<file path="config.mk">
export PLATFORM = sky130hd
export DESIGN_NAME = ipv6_extension_header_walker_unit_flat
export DESIGN_NICKNAME = d
export VERILOG_FILES = /design/src/design/ehw_pkg.sv /design/src/design/ehw_in_if.sv /design/src/design/ehw_out_if.sv /design/src/design/ehw_walk.sv /design/src/design/ipv6_extension_header_walker_unit.sv /design/src/flat_wrapper.sv
export SDC_FILE = /design/constraint.sdc
export NUM_CORES = 1
export LEC_CHECK = 0
export ABC_AREA = 1
export BUFFER_PORTS_ARGS = -buffer_cell sky130_fd_sc_hd__buf_2
export CORE_ASPECT_RATIO = 0.9
export CORE_UTILIZATION = 40
export DETAILED_ROUTE_END_ITERATION = 8
export GPL_ROUTABILITY_DRIVEN = 0
export PLACE_DENSITY = 0.65
export SLEW_MARGIN = 20
export SYNTH_ARGS = -nofsm -noshare
export SYNTH_HDL_FRONTEND = slang
export SYNTH_SLANG_ARGS = --single-unit
</file>
<file path="constraint.sdc">
create_clock -name clk -period 8.6 [get_ports clk]
set_input_delay 1.72 -clock clk [delete_from_list [all_inputs] [get_ports clk]]
set_output_delay 1.72 -clock clk [all_outputs]
set_load 0.01 [all_outputs]
</file>
<file path="src/design/ehw_pkg.sv">
`timescale 1ns / 1ps
// ----------------------------------------------------------------------------
// IPv6 extension header walker package
// Shared widths, next-header codes, status codes, item, state and result types.
// ----------------------------------------------------------------------------
package ehw_pkg;

  // Width of the running byte offset; the chain may not run past its top value.
  localparam int OFFSET_WIDTH     = 16;
  // Fixed width of the reported payload offset field.
  localparam int PAYLOAD_OFFSET_W = 16;

  // Next-header codes.
  localparam logic [7:0] NH_HOP_BY_HOP = 8'h00;
  localparam logic [7:0] NH_ROUTING    = 8'h2B;
  localparam logic [7:0] NH_FRAGMENT   = 8'h2C;
  localparam logic [7:0] NH_NO_NEXT    = 8'h3B;
  localparam logic [7:0] NH_DEST_OPTS  = 8'h3C;
  localparam logic [7:0] NH_MOBILITY   = 8'h87;

  // Fragment header length in bytes.
  localparam logic [11:0] FRAG_HDR_LEN = 12'd8;

  // Result status codes.
  localparam logic [1:0] ST_OK         = 2'd0;
  localparam logic [1:0] ST_OVERFLOW   = 2'd1;
  localparam logic [1:0] ST_NO_PAYLOAD = 2'd2;

  typedef struct packed {
    logic [7:0] data_byte;
    logic       start_of_packet;
    logic [7:0] initial_next_header;
    logic       end_of_buffer;
  } ehw_item_t;

  typedef struct packed {
    logic [1:0]                  status;
    logic [7:0]                  upper_protocol;
    logic [PAYLOAD_OFFSET_W-1:0] payload_offset;
  } ehw_result_t;

  typedef struct packed {
    logic                    finished;
    logic [7:0]              cur_nh;
    logic [7:0]              pend_nh;
    logic [10:0]             byte_in_hdr;
    logic [11:0]             hdr_len;
    logic                    is_frag;
    logic [7:0]              frag_hi;
    logic [OFFSET_WIDTH-1:0] byte_offset;
  } ehw_state_t;

  // True for every header the walker skips over.
  function automatic logic is_ext(input logic [7:0] nh);
    return (nh == NH_HOP_BY_HOP) || (nh == NH_ROUTING) || (nh == NH_DEST_OPTS) ||
           (nh == NH_MOBILITY) || (nh == NH_FRAGMENT);
  endfunction

endpackage

</file>
<file path="src/design/ehw_in_if.sv">
`timescale 1ns / 1ps
// ----------------------------------------------------------------------------
// Walker input channel
// Valid/ready channel carrying one packet byte and its framing flags.
// ----------------------------------------------------------------------------
interface ehw_in_if;
  logic       valid;
  logic       ready;
  logic [7:0] data_byte;
  logic       start_of_packet;
  logic [7:0] initial_next_header;
  logic       end_of_buffer;

  modport source (output valid, output data_byte, output start_of_packet,
                  output initial_next_header, output end_of_buffer, input ready);
  modport sink   (input valid, input data_byte, input start_of_packet,
                  input initial_next_header, input end_of_buffer, output ready);
endinterface

</file>
<file path="src/design/ehw_out_if.sv">
`timescale 1ns / 1ps
// ----------------------------------------------------------------------------
// Walker result channel
// Valid/ready channel carrying one chain result per packet.
// ----------------------------------------------------------------------------
interface ehw_out_if;
  logic        valid;
  logic        ready;
  logic [1:0]  status;
  logic [7:0]  upper_protocol;
  logic [15:0] payload_offset;

  modport source (output valid, output status, output upper_protocol,
                  output payload_offset, input ready);
  modport sink   (input valid, input status, input upper_protocol,
                  input payload_offset, output ready);
endinterface

</file>
<file path="src/design/ehw_walk.sv">
`timescale 1ns / 1ps
// ----------------------------------------------------------------------------
// Walker step logic
// Combinational next-state and result logic for one packet byte.
// ----------------------------------------------------------------------------
module ehw_walk (
  input  ehw_pkg::ehw_item_t   item,
  input  ehw_pkg::ehw_state_t  state,
  output ehw_pkg::ehw_state_t  state_nxt,
  output logic                 res_valid,
  output ehw_pkg::ehw_result_t res
);
  import ehw_pkg::*;

  always_comb begin
    ehw_state_t  st;
    logic        done;
    logic [10:0] i;
    logic [8:0]  len_units;

    st        = state;
    done      = 1'b0;
    res_valid = 1'b0;
    res       = '0;
    i         = '0;
    len_units = '0;

    // A new packet restarts the walk from the fixed header's next-header value.
    if (item.start_of_packet) begin
      st.finished    = 1'b0;
      st.cur_nh      = item.initial_next_header;
      st.pend_nh     = '0;
      st.byte_in_hdr = '0;
      st.hdr_len     = '0;
      st.is_frag     = 1'b0;
      st.frag_hi     = '0;
      st.byte_offset = '0;
      if (!is_ext(st.cur_nh)) begin
        done        = 1'b1;
        res_valid   = 1'b1;
        st.finished = 1'b1;
        if (st.cur_nh == NH_NO_NEXT) begin
          res.status = ST_NO_PAYLOAD;
        end else begin
          res.status         = ST_OK;
          res.upper_protocol = st.cur_nh;
        end
      end
    end

    if (!done && !st.finished) begin
      i = st.byte_in_hdr;

      // Pick up the header fields that sit at fixed positions.
      if (i == 11'd0) begin
        st.pend_nh = item.data_byte;
        st.is_frag = (st.cur_nh == NH_FRAGMENT);
        st.hdr_len = st.is_frag ? FRAG_HDR_LEN : 12'd0;
      end else if (i == 11'd1) begin
        if (!st.is_frag) begin
          len_units  = {1'b0, item.data_byte} + 9'd1;
          st.hdr_len = {len_units, 3'b000};
        end
      end else if (st.is_frag && i == 11'd2) begin
        st.frag_hi = item.data_byte;
      end else if (st.is_frag && i == 11'd3) begin
        // A nonzero fragment offset means a later fragment without a payload.
        if ({st.frag_hi, item.data_byte[7:3]} != 13'd0) begin
          done        = 1'b1;
          res_valid   = 1'b1;
          res.status  = ST_NO_PAYLOAD;
          st.finished = 1'b1;
        end
      end

      // The offset may not run past its top value.
      if (!done) begin
        if (&st.byte_offset) begin
          done        = 1'b1;
          res_valid   = 1'b1;
          res.status  = ST_OVERFLOW;
          st.finished = 1'b1;
        end else begin
          st.byte_offset = st.byte_offset + 1'b1;
        end
      end

      // At the last byte of a header, move on to the next one.
      if (!done) begin
        if (st.hdr_len != 12'd0 && ({1'b0, i} + 12'd1) == st.hdr_len) begin
          st.cur_nh      = st.pend_nh;
          st.byte_in_hdr = '0;
          st.hdr_len     = '0;
          st.is_frag     = 1'b0;
          if (!is_ext(st.cur_nh)) begin
            done        = 1'b1;
            res_valid   = 1'b1;
            st.finished = 1'b1;
            if (st.cur_nh == NH_NO_NEXT) begin
              res.status = ST_NO_PAYLOAD;
            end else begin
              res.status         = ST_OK;
              res.upper_protocol = st.cur_nh;
              res.payload_offset = PAYLOAD_OFFSET_W'(st.byte_offset);
            end
          end
        end else begin
          st.byte_in_hdr = i + 11'd1;
        end
      end

      // The buffer ran out with the chain still open.
      if (!done && item.end_of_buffer) begin
        res_valid   = 1'b1;
        res.status  = ST_OVERFLOW;
        st.finished = 1'b1;
      end
    end

    state_nxt = st;
  end

endmodule

</file>
<file path="src/design/ipv6_extension_header_walker_unit.sv">
`timescale 1ns / 1ps
// ----------------------------------------------------------------------------
// IPv6 extension header walker
// Walks the extension header chain after a fixed IPv6 header and reports the
// upper-layer protocol with its payload offset, no payload, or overflow.
// ----------------------------------------------------------------------------
// Usage:
//   in_chan carries one packet byte per transfer. start_of_packet marks the
//   first byte and qualifies initial_next_header; end_of_buffer marks the last
//   byte available. out_chan carries at most one result per packet: status,
//   upper_protocol and payload_offset (the latter two are zero unless ok).
//   A new start_of_packet drops an unfinished walk without a result; bytes
//   after a result and before the next start are ignored.
// Timing:
//   An input transfer is registered, then evaluated against the walk state
//   once the result register can take its result, and any result lands in the
//   output register. One byte is taken every cycle while the output register
//   is empty or being drained; the byte register and the result register
//   decouple the two channels.
// Reset and stall:
//   Reset empties both registers and leaves the walker waiting for a start
//   of packet. While out_chan stalls with a result held, one more byte is
//   taken into the input register and then in_chan.ready falls.
// ----------------------------------------------------------------------------
module ipv6_extension_header_walker_unit (
  input logic  clk,
  input logic  rst_n,
  ehw_in_if.sink    in_chan,
  ehw_out_if.source out_chan
);
  import ehw_pkg::*;

  logic        s1_valid_r;
  ehw_item_t   s1_item_r;
  logic        out_valid_r;
  ehw_result_t out_res_r;
  ehw_state_t  state_r;

  ehw_state_t  state_nxt;
  logic        res_valid;
  ehw_result_t res;
  logic        advance;
  logic        in_xfer;

  // The held byte is evaluated whenever the result register can take its result.
  assign advance       = s1_valid_r && (!out_valid_r || out_chan.ready);
  assign in_chan.ready = !s1_valid_r || advance;
  assign in_xfer       = in_chan.valid && in_chan.ready;

  // Step logic for the held byte.
  ehw_walk u_walk (
    .item      (s1_item_r),
    .state     (state_r),
    .state_nxt (state_nxt),
    .res_valid (res_valid),
    .res       (res)
  );

  // Input register.
  always_ff @(posedge clk) begin
    if (!rst_n) begin
      s1_valid_r <= 1'b0;
    end else if (in_chan.ready) begin
      s1_valid_r <= in_chan.valid;
    end
    if (in_xfer) begin
      s1_item_r.data_byte           <= in_chan.data_byte;
      s1_item_r.start_of_packet     <= in_chan.start_of_packet;
      s1_item_r.initial_next_header <= in_chan.initial_next_header;
      s1_item_r.end_of_buffer       <= in_chan.end_of_buffer;
    end
  end

  // Walk state.
  always_ff @(posedge clk) begin
    if (!rst_n) begin
      state_r <= ehw_state_t'{finished: 1'b1, default: '0};
    end else if (advance) begin
      state_r <= state_nxt;
    end
  end

  // Result register.
  always_ff @(posedge clk) begin
    if (!rst_n) begin
      out_valid_r <= 1'b0;
    end else if (advance) begin
      out_valid_r <= res_valid;
    end else if (out_chan.ready) begin
      out_valid_r <= 1'b0;
    end
    if (advance && res_valid) begin
      out_res_r <= res;
    end
  end

  assign out_chan.valid          = out_valid_r;
  assign out_chan.status         = out_res_r.status;
  assign out_chan.upper_protocol = out_res_r.upper_protocol;
  assign out_chan.payload_offset = out_res_r.payload_offset;

  // A shown result never carries the unused status code.
  a_status_code: assert property (@(posedge clk) disable iff (!rst_n)
    out_valid_r |-> (out_res_r.status == ST_OK || out_res_r.status == ST_OVERFLOW ||
                     out_res_r.status == ST_NO_PAYLOAD))
    else $error("result status code out of range");

  // Failure results carry no protocol and no offset.
  a_fail_zero: assert property (@(posedge clk) disable iff (!rst_n)
    (out_valid_r && out_res_r.status != ST_OK) |->
      (out_res_r.upper_protocol == 8'd0 && out_res_r.payload_offset == '0))
    else $error("failure result with nonzero fields");

  // A held byte is not dropped while the result register stalls.
  a_hold_byte: assert property (@(posedge clk) disable iff (!rst_n)
    (s1_valid_r && out_valid_r && !out_chan.ready) |=> s1_valid_r)
    else $error("held byte lost during output stall");

  // Every result ends the walk until the next start of packet.
  a_finish: assert property (@(posedge clk) disable iff (!rst_n)
    (advance && res_valid) |=> state_r.finished)
    else $error("walk not finished after result");

endmodule

</file>
<file path="src/flat_wrapper.sv">
// flat-port wrapper written by rule: the top's interface ports become plain ports
module ipv6_extension_header_walker_unit_flat import ehw_pkg::*;
  (clk, rst_n, in_chan_valid, in_chan_data_byte, in_chan_start_of_packet, in_chan_initial_next_header, in_chan_end_of_buffer, in_chan_ready, out_chan_valid, out_chan_status, out_chan_upper_protocol, out_chan_payload_offset, out_chan_ready);
  ehw_in_if in_chan_i ();
  ehw_out_if out_chan_i ();
  input logic clk;
  input logic rst_n;
  input wire logic [$bits(in_chan_i.valid)-1:0] in_chan_valid;
  input wire logic [$bits(in_chan_i.data_byte)-1:0] in_chan_data_byte;
  input wire logic [$bits(in_chan_i.start_of_packet)-1:0] in_chan_start_of_packet;
  input wire logic [$bits(in_chan_i.initial_next_header)-1:0] in_chan_initial_next_header;
  input wire logic [$bits(in_chan_i.end_of_buffer)-1:0] in_chan_end_of_buffer;
  output wire logic [$bits(in_chan_i.ready)-1:0] in_chan_ready;
  output wire logic [$bits(out_chan_i.valid)-1:0] out_chan_valid;
  output wire logic [$bits(out_chan_i.status)-1:0] out_chan_status;
  output wire logic [$bits(out_chan_i.upper_protocol)-1:0] out_chan_upper_protocol;
  output wire logic [$bits(out_chan_i.payload_offset)-1:0] out_chan_payload_offset;
  input wire logic [$bits(out_chan_i.ready)-1:0] out_chan_ready;
  assign in_chan_i.valid = in_chan_valid;
  assign in_chan_i.data_byte = in_chan_data_byte;
  assign in_chan_i.start_of_packet = in_chan_start_of_packet;
  assign in_chan_i.initial_next_header = in_chan_initial_next_header;
  assign in_chan_i.end_of_buffer = in_chan_end_of_buffer;
  assign in_chan_ready = in_chan_i.ready;
  assign out_chan_valid = out_chan_i.valid;
  assign out_chan_status = out_chan_i.status;
  assign out_chan_upper_protocol = out_chan_i.upper_protocol;
  assign out_chan_payload_offset = out_chan_i.payload_offset;
  assign out_chan_i.ready = out_chan_ready;
  ipv6_extension_header_walker_unit u_core (.clk(clk), .rst_n(rst_n), .in_chan(in_chan_i), .out_chan(out_chan_i));
endmodule
</file>
# Word level (Yosys, flattened, before mapping)
# Cells that the tools add are included.
dict set report word_totals {
  reg_bits 111
  out_inout_bits 28
}
dict set report op_classes {
  n_addsub 4
  eq_ne 15
  mux 71
  bitwise_logic 2
  n_reduce_logical 31
}
# operator n
set ops {}
lappend ops {{$mux W65} 2}
lappend ops {{$mux W26} 4}
lappend ops {{$eq A8 B6 Y1 const B} 9}
lappend ops {{$mux W12} 4}
lappend ops {{$mux W24} 2}
lappend ops {{$mux W8} 6}
lappend ops {{$mux W1} 34}
lappend ops {{$mux W16} 2}
lappend ops {{$eq A11 B2 Y1 const B} 2}
lappend ops {{$mux W10} 2}
lappend ops {{$mux W2} 10}
lappend ops {{$mux W9} 2}
lappend ops {{$add A16 B1 Y16 const B} 1}
lappend ops {{$eq A8 B8 Y1 const B} 2}
lappend ops {{$logic_not A8 Y1} 2}
lappend ops {{$reduce_and A16 Y1} 1}
lappend ops {{$mux W13} 1}
lappend ops {{$reduce_bool A13 Y1} 1}
lappend ops {{$add A11 B1 Y12 const B} 1}
lappend ops {{$eq A12 B12 Y1} 1}
lappend ops {{$reduce_bool A12 Y1} 1}
lappend ops {{$add A11 B1 Y11 const B} 1}
lappend ops {{$eq A11 B1 Y1 const B} 1}
lappend ops {{$logic_not A11 Y1} 1}
lappend ops {{other kinds (9)} 30}

# Depth between registers and ports, before layout
dict set report logic_depth {
  word_depth 24
  ltp_mapped 24
}

# Modules after synthesis
# Synthesis repeated with hierarchy kept, for this count alone.
dict set report unflattened {
  cells_unflattened 1260
  hier_area_um2 8012.7
}
# module n_inst cells_per_inst area_per_inst_um2 seq_area_each_um2
set modules_own_cells {}
lappend modules_own_cells {ipv6_extension_header_walker_unit 1 484 4326.6 2662.6}
lappend modules_own_cells {ehw_walk 1 776 3686.0 0.0}

# Worst setup path after synthesis
# Ideal clock, no wire load.
dict set report synth_timing {
  kind {input to output}
  startpoint {input port out_chan_ready}
  endpoint {output port in_chan_ready}
  arrival_time_ns 1.904
  required_ns 6.880
  path_slack_ns 4.976
  stages 2
  path_buffers 0
  cell_sequence {inv_1 nand3_1}
}
dict set report synth_via {
  elab_chain_cells 3
}
# item line_no
set synth_lines {}
lappend synth_lines {{start: declaration} flat_wrapper.sv:18} ;# input wire logic [$bits(out_chan_i.ready)-1:0] out_chan_ready;
lappend synth_lines {{$logic_or A1 B1 Y1} ipv6_extension_header_walker_unit.sv:46} ;# assign advance = s1_valid_r && (!out_valid_r || out_chan.ready);
lappend synth_lines {{$logic_and A1 B1 Y1} ipv6_extension_header_walker_unit.sv:46}
lappend synth_lines {{$logic_or A1 B1 Y1} ipv6_extension_header_walker_unit.sv:47} ;# assign in_chan.ready = !s1_valid_r || advance;
lappend synth_lines {{end: declaration} flat_wrapper.sv:13} ;# output wire logic [$bits(in_chan_i.ready)-1:0] in_chan_ready;
# Every way passes these cells.

# Worst setup path after layout
dict set report layout_timing {
  startpoint {register u_core.s1_item_r[9] in the netlist's numbering}
  endpoint {register u_core.out_res_r (netlist bit u_core.out_chan.payload_offset[1]), enable pin}
}
dict set report layout_via {
  elab_chain_cells 18
  word_cells_on_any_way 57
  classes_between {1 x add/sub; 9 x eq/ne; 29 x mux; 18 x reduce/logical}
}
# item line_no
set layout_lines {}
lappend layout_lines {{start: declaration} ipv6_extension_header_walker_unit.sv:34} ;# ehw_item_t s1_item_r;
lappend layout_lines {{$mux W65} ehw_walk.sv:29} ;# if (item.start_of_packet) begin
lappend layout_lines {{$logic_not A11 Y1} ehw_walk.sv:55} ;# if (i == 11'd0) begin
lappend layout_lines {{$mux W8} ehw_walk.sv:55}
lappend layout_lines {{$mux W8} ehw_walk.sv:51} ;# if (!done && !st.finished) begin
lappend layout_lines {{$eq A8 B6 Y1 / $logic_not A8 Y1 (equally long branches)} ehw_pkg.sv:55} ;# return (nh == NH_HOP_BY_HOP) || (nh == NH_ROUTING) || (nh == NH_DEST_OPTS) ||
lappend layout_lines {{$logic_or A1 B1 Y1 (3 in a row)} ehw_pkg.sv:55}
lappend layout_lines {{$logic_or A1 B1 Y1} ehw_pkg.sv:56} ;# (nh == NH_MOBILITY) || (nh == NH_FRAGMENT);
lappend layout_lines {{$mux W1} ehw_walk.sv:95} ;# if (!is_ext(st.cur_nh)) begin
lappend layout_lines {{$mux W1} ehw_walk.sv:90} ;# if (st.hdr_len != 12'd0 && ({1'b0, i} + 12'd1) == st.hdr_len) begin
lappend layout_lines {{$mux W1} ehw_walk.sv:89} ;# if (!done) begin
lappend layout_lines {{$mux W1} ehw_walk.sv:51}
lappend layout_lines {{$logic_not A1 Y1} ehw_walk.sv:113} ;# if (!done && item.end_of_buffer) begin
lappend layout_lines {{$logic_and A1 B1 Y1} ehw_walk.sv:113}
lappend layout_lines {{$mux W1} ehw_walk.sv:113}
lappend layout_lines {{$mux W1 (*)} ehw_walk.sv:51}
lappend layout_lines {{$logic_and A1 B1 Y1 (*)} ipv6_extension_header_walker_unit.sv:92} ;# if (advance && res_valid) begin
lappend layout_lines {{end signal: assignment} ipv6_extension_header_walker_unit.sv:93} ;# out_res_r <= res;
lappend layout_lines {{end: declaration} ipv6_extension_header_walker_unit.sv:36} ;# ehw_result_t out_res_r;
# Mark *: on every way between the ends. The rest lies on a longest branch, timed or not. The select of a mux whose other input is x is not followed.
# A chain may end at the register's enable or synchronous reset.

==> reports/qor.yml <==
post-cts-setup-buffers: 0
crit_fanout: 44
maxSlewHeadroom_pct: 31.48
grtUsageTotal_pct: 22.38
postCtsHoldBufs: 0
cts.sinks: 111
fill_cells: 1860
grt_overflow_total: 0
avgSynthCellArea_um2: 6.628
area_growth_pct: 8.626
crit_path_end_kind: "flip-flop"
synthMuxAreaShare_pct: 0
fmax_ghz: 0.1734
antenna_found_initial: 0
io_buffer_count: 49
synthSimpleGateAreaFrac_pct: 38.34
yosysTopAreaCell: "dfxtp_1"
cts_max_level: 3
grt_pass1_vias: 6336
ys_ff_latch: 111
hold_violations: 0
clk_latency_ps: 370
initial_core_util_pct: 40.96
status: "finished, final reports clean"
postRouteAntennaNets: 0
synth-seq-area-share_pct: 36.78
crit_type: "flip-flop to flip-flop"
finalSetupTns_ps: 0
yosys_most_used_dff: "dfxtp_1"
grt_first_pass_wirelength_mm: 32.51
clockRootBuffer: "clkbuf_16"
grt_max_degree: 52
synth_top_area_share_pct: 18.53
rsz0062_at_grt: "false"
path_clk_slew_ps: 80
hold_path.class: "flip-flop to flip-flop"
power_mw: 1.165
yosys-top-cells-count: "nand2_1 (331), inv_1 (105), nor2_1 (97), nand3_1 (95), a21oi_1 (89)"
fp.coreArea_um2: 17670
synthDistinctLibCells: 37
drt_iter0_markers: 752
drive_above_1_share_pct: 10.97
cts_resized: 0
worstPathArrival_ps: 5560
vdd_drop_max_mv: 0.1206
yosys_warnings: 0
drcViolationCount: 0
cts_tree: "built"
ios: 50
report.final.slew_viol_count: 0
period_needed_ps: 5766
syn_area_um2: 7238
clock_path_buffers: 2
dieArea_um2: 18640
async_reset_ff_share_pct: 0
die_h_um: 129.6
synthXorXnorAreaFrac_pct: 1.815
antenna_cells: 0
final_core_util_pct: 44.50
drtPass1Iterations: 5
std_cell_rows: 46
layout.nets: 1135
p_leak_nw: 3.238
start_kind: "flip-flop"
synth_top_family_by_area: "simple AND/OR/NAND/NOR gates"
synth_adder_area_share_pct: 1.037
drt-total-wl_mm: 20.04
powerDensity_nw_per_um2: 148.2
period_share_pct: 67.04
vias_per_cell: 5.254
regToRegSetupSlack_ps: 2830
maxCapViolations: 0
cts_buffers: 9
yosysMostFrequentCell: "nand2_1"
synth-compound-area-share_pct: 12.57
synth_nets: 1120
cp.required_ps: 8390
vias: 7104
report.final.setup_viol: 0
worst_pin_slew_ps: 1022
post_drt_wl_per_cell_um: 14.82
synth_cells: 1092
hpwlAfterDp_mm: 14.19
synth_edf_count: 44
die_w_um: 143.8
synth.area.top_cells: "dfxtp_1 (19%), edfxtp_1 (18%), nand2_1 (17%)"
skew_ps: 9.125
path summary, 6_finish.rpt:
path | from | to | cells past startpoint
max reg2reg | u_core.s1_item_r[9] | u_core.out_chan.payload_offset[1] | 17
max | u_core.s1_item_r[9] | u_core.out_chan.payload_offset[1] | 17
min reg2reg | u_core.state_r[18] | u_core.state_r[18] | 2
min | u_core.state_r[18] | u_core.state_r[18] | 2
through the flow:
step / setup slack, ps / cell area (um2) / std cells / hold WS (ps)
after floorplan: 4976 / 7238 / 1092 / 445.3
after global placement: 3210 / 7569 / 1336 / 454.1
after detailed placement: 2996 / 7569 / 1336 / 456.7
after CTS: 3003 / 7863 / 1352 / 468.5
after global routing: 2362 / 7863 / 1352 / 483.4
final: 2834 / 7863 / 1352 / 466.9
state kept, by name (all words and copies together), names as in the netlist:
signal                          cells
u_core.state_r                     65
u_core.s1_item_r                   18
u_core.out_chan.payload_offset     16
u_core.out_chan.upper_protocol      8
u_core.out_chan.status              2
u_core.out_chan.valid               1
u_core.s1_valid_r                   1
layer usage:
metal / track usage, % / share of wire [%] / vias to the layer above
met5: 0 / 0 / -
met4: 5.820 / 1.6 / 0
met3: 3.659 / 6.5 / 28
met2: 34.95 / 44 / 245
met1: 31.95 / 48 / 3217
li1: - / - / 3614
cells in the final DEF, fill, tap and decap left out, drive strengths merged, types with 7 or more instances in the layout:
cell	count
a21oi	89
buf	53
edfxtp	44
o21ai	68
nor2	115
dfxtp	67
o211ai	7
xor2	14
inv	116
nor3	12
nand2	344
nand3	105
nand4	36
clkbuf	12
final cells by class:
| type | instances | area [um2] | area share [%] |
|---|---|---|---|
| inverters | 117 | 439.2 | 5.586 |
| well taps | 240 | 300.3 | 3.819 |
| flip-flops and latches | 111 | 2663 | 33.86 |
| repair buffers | 53 | 275.3 | 3.501 |
| clock inverters | 4 | 37.54 | 0.4774 |
| clock buffers | 12 | 256.5 | 3.262 |
| multi-input cells | 815 | 3891 | 49.49 |
where the power goes:
group	leakage (nW)	switching, mW	internal (mW)
logic	2.14	0.121	0.0418
registers	0.948	0.0143	0.565
clock network	0.145	0.206	0.217
worst max-delay path, stage by stage, from the launching register on:
cell and delay, ps:
edfxtp_1 330, buf_4 380, inv_2 370, buf_4 350, nand2_1 190, nand3_1 180
nor2_4 220, nand2_4 280, inv_2 200, nor2_1 100, nand3_1 120, nand2_1 70
nand2_1 550, nand2_2 480, inv_2 310, nand3_1 100, nand2_1 100, clkinv_1 800
logic make-up (layout without fill, tap and decap cells):
| family | after synthesis | in the layout |
|---|---|---|
| fa+ha+maj | 6 | 6 |
| simple gates | 620 | 620 |
| flops | 111 | 111 |
| xor+xnor | 15 | 15 |
| compound gates | 174 | 174 |
| buf+inv | 166 | 186 |
No activity file was read; power rests on OpenSTA's default activity.
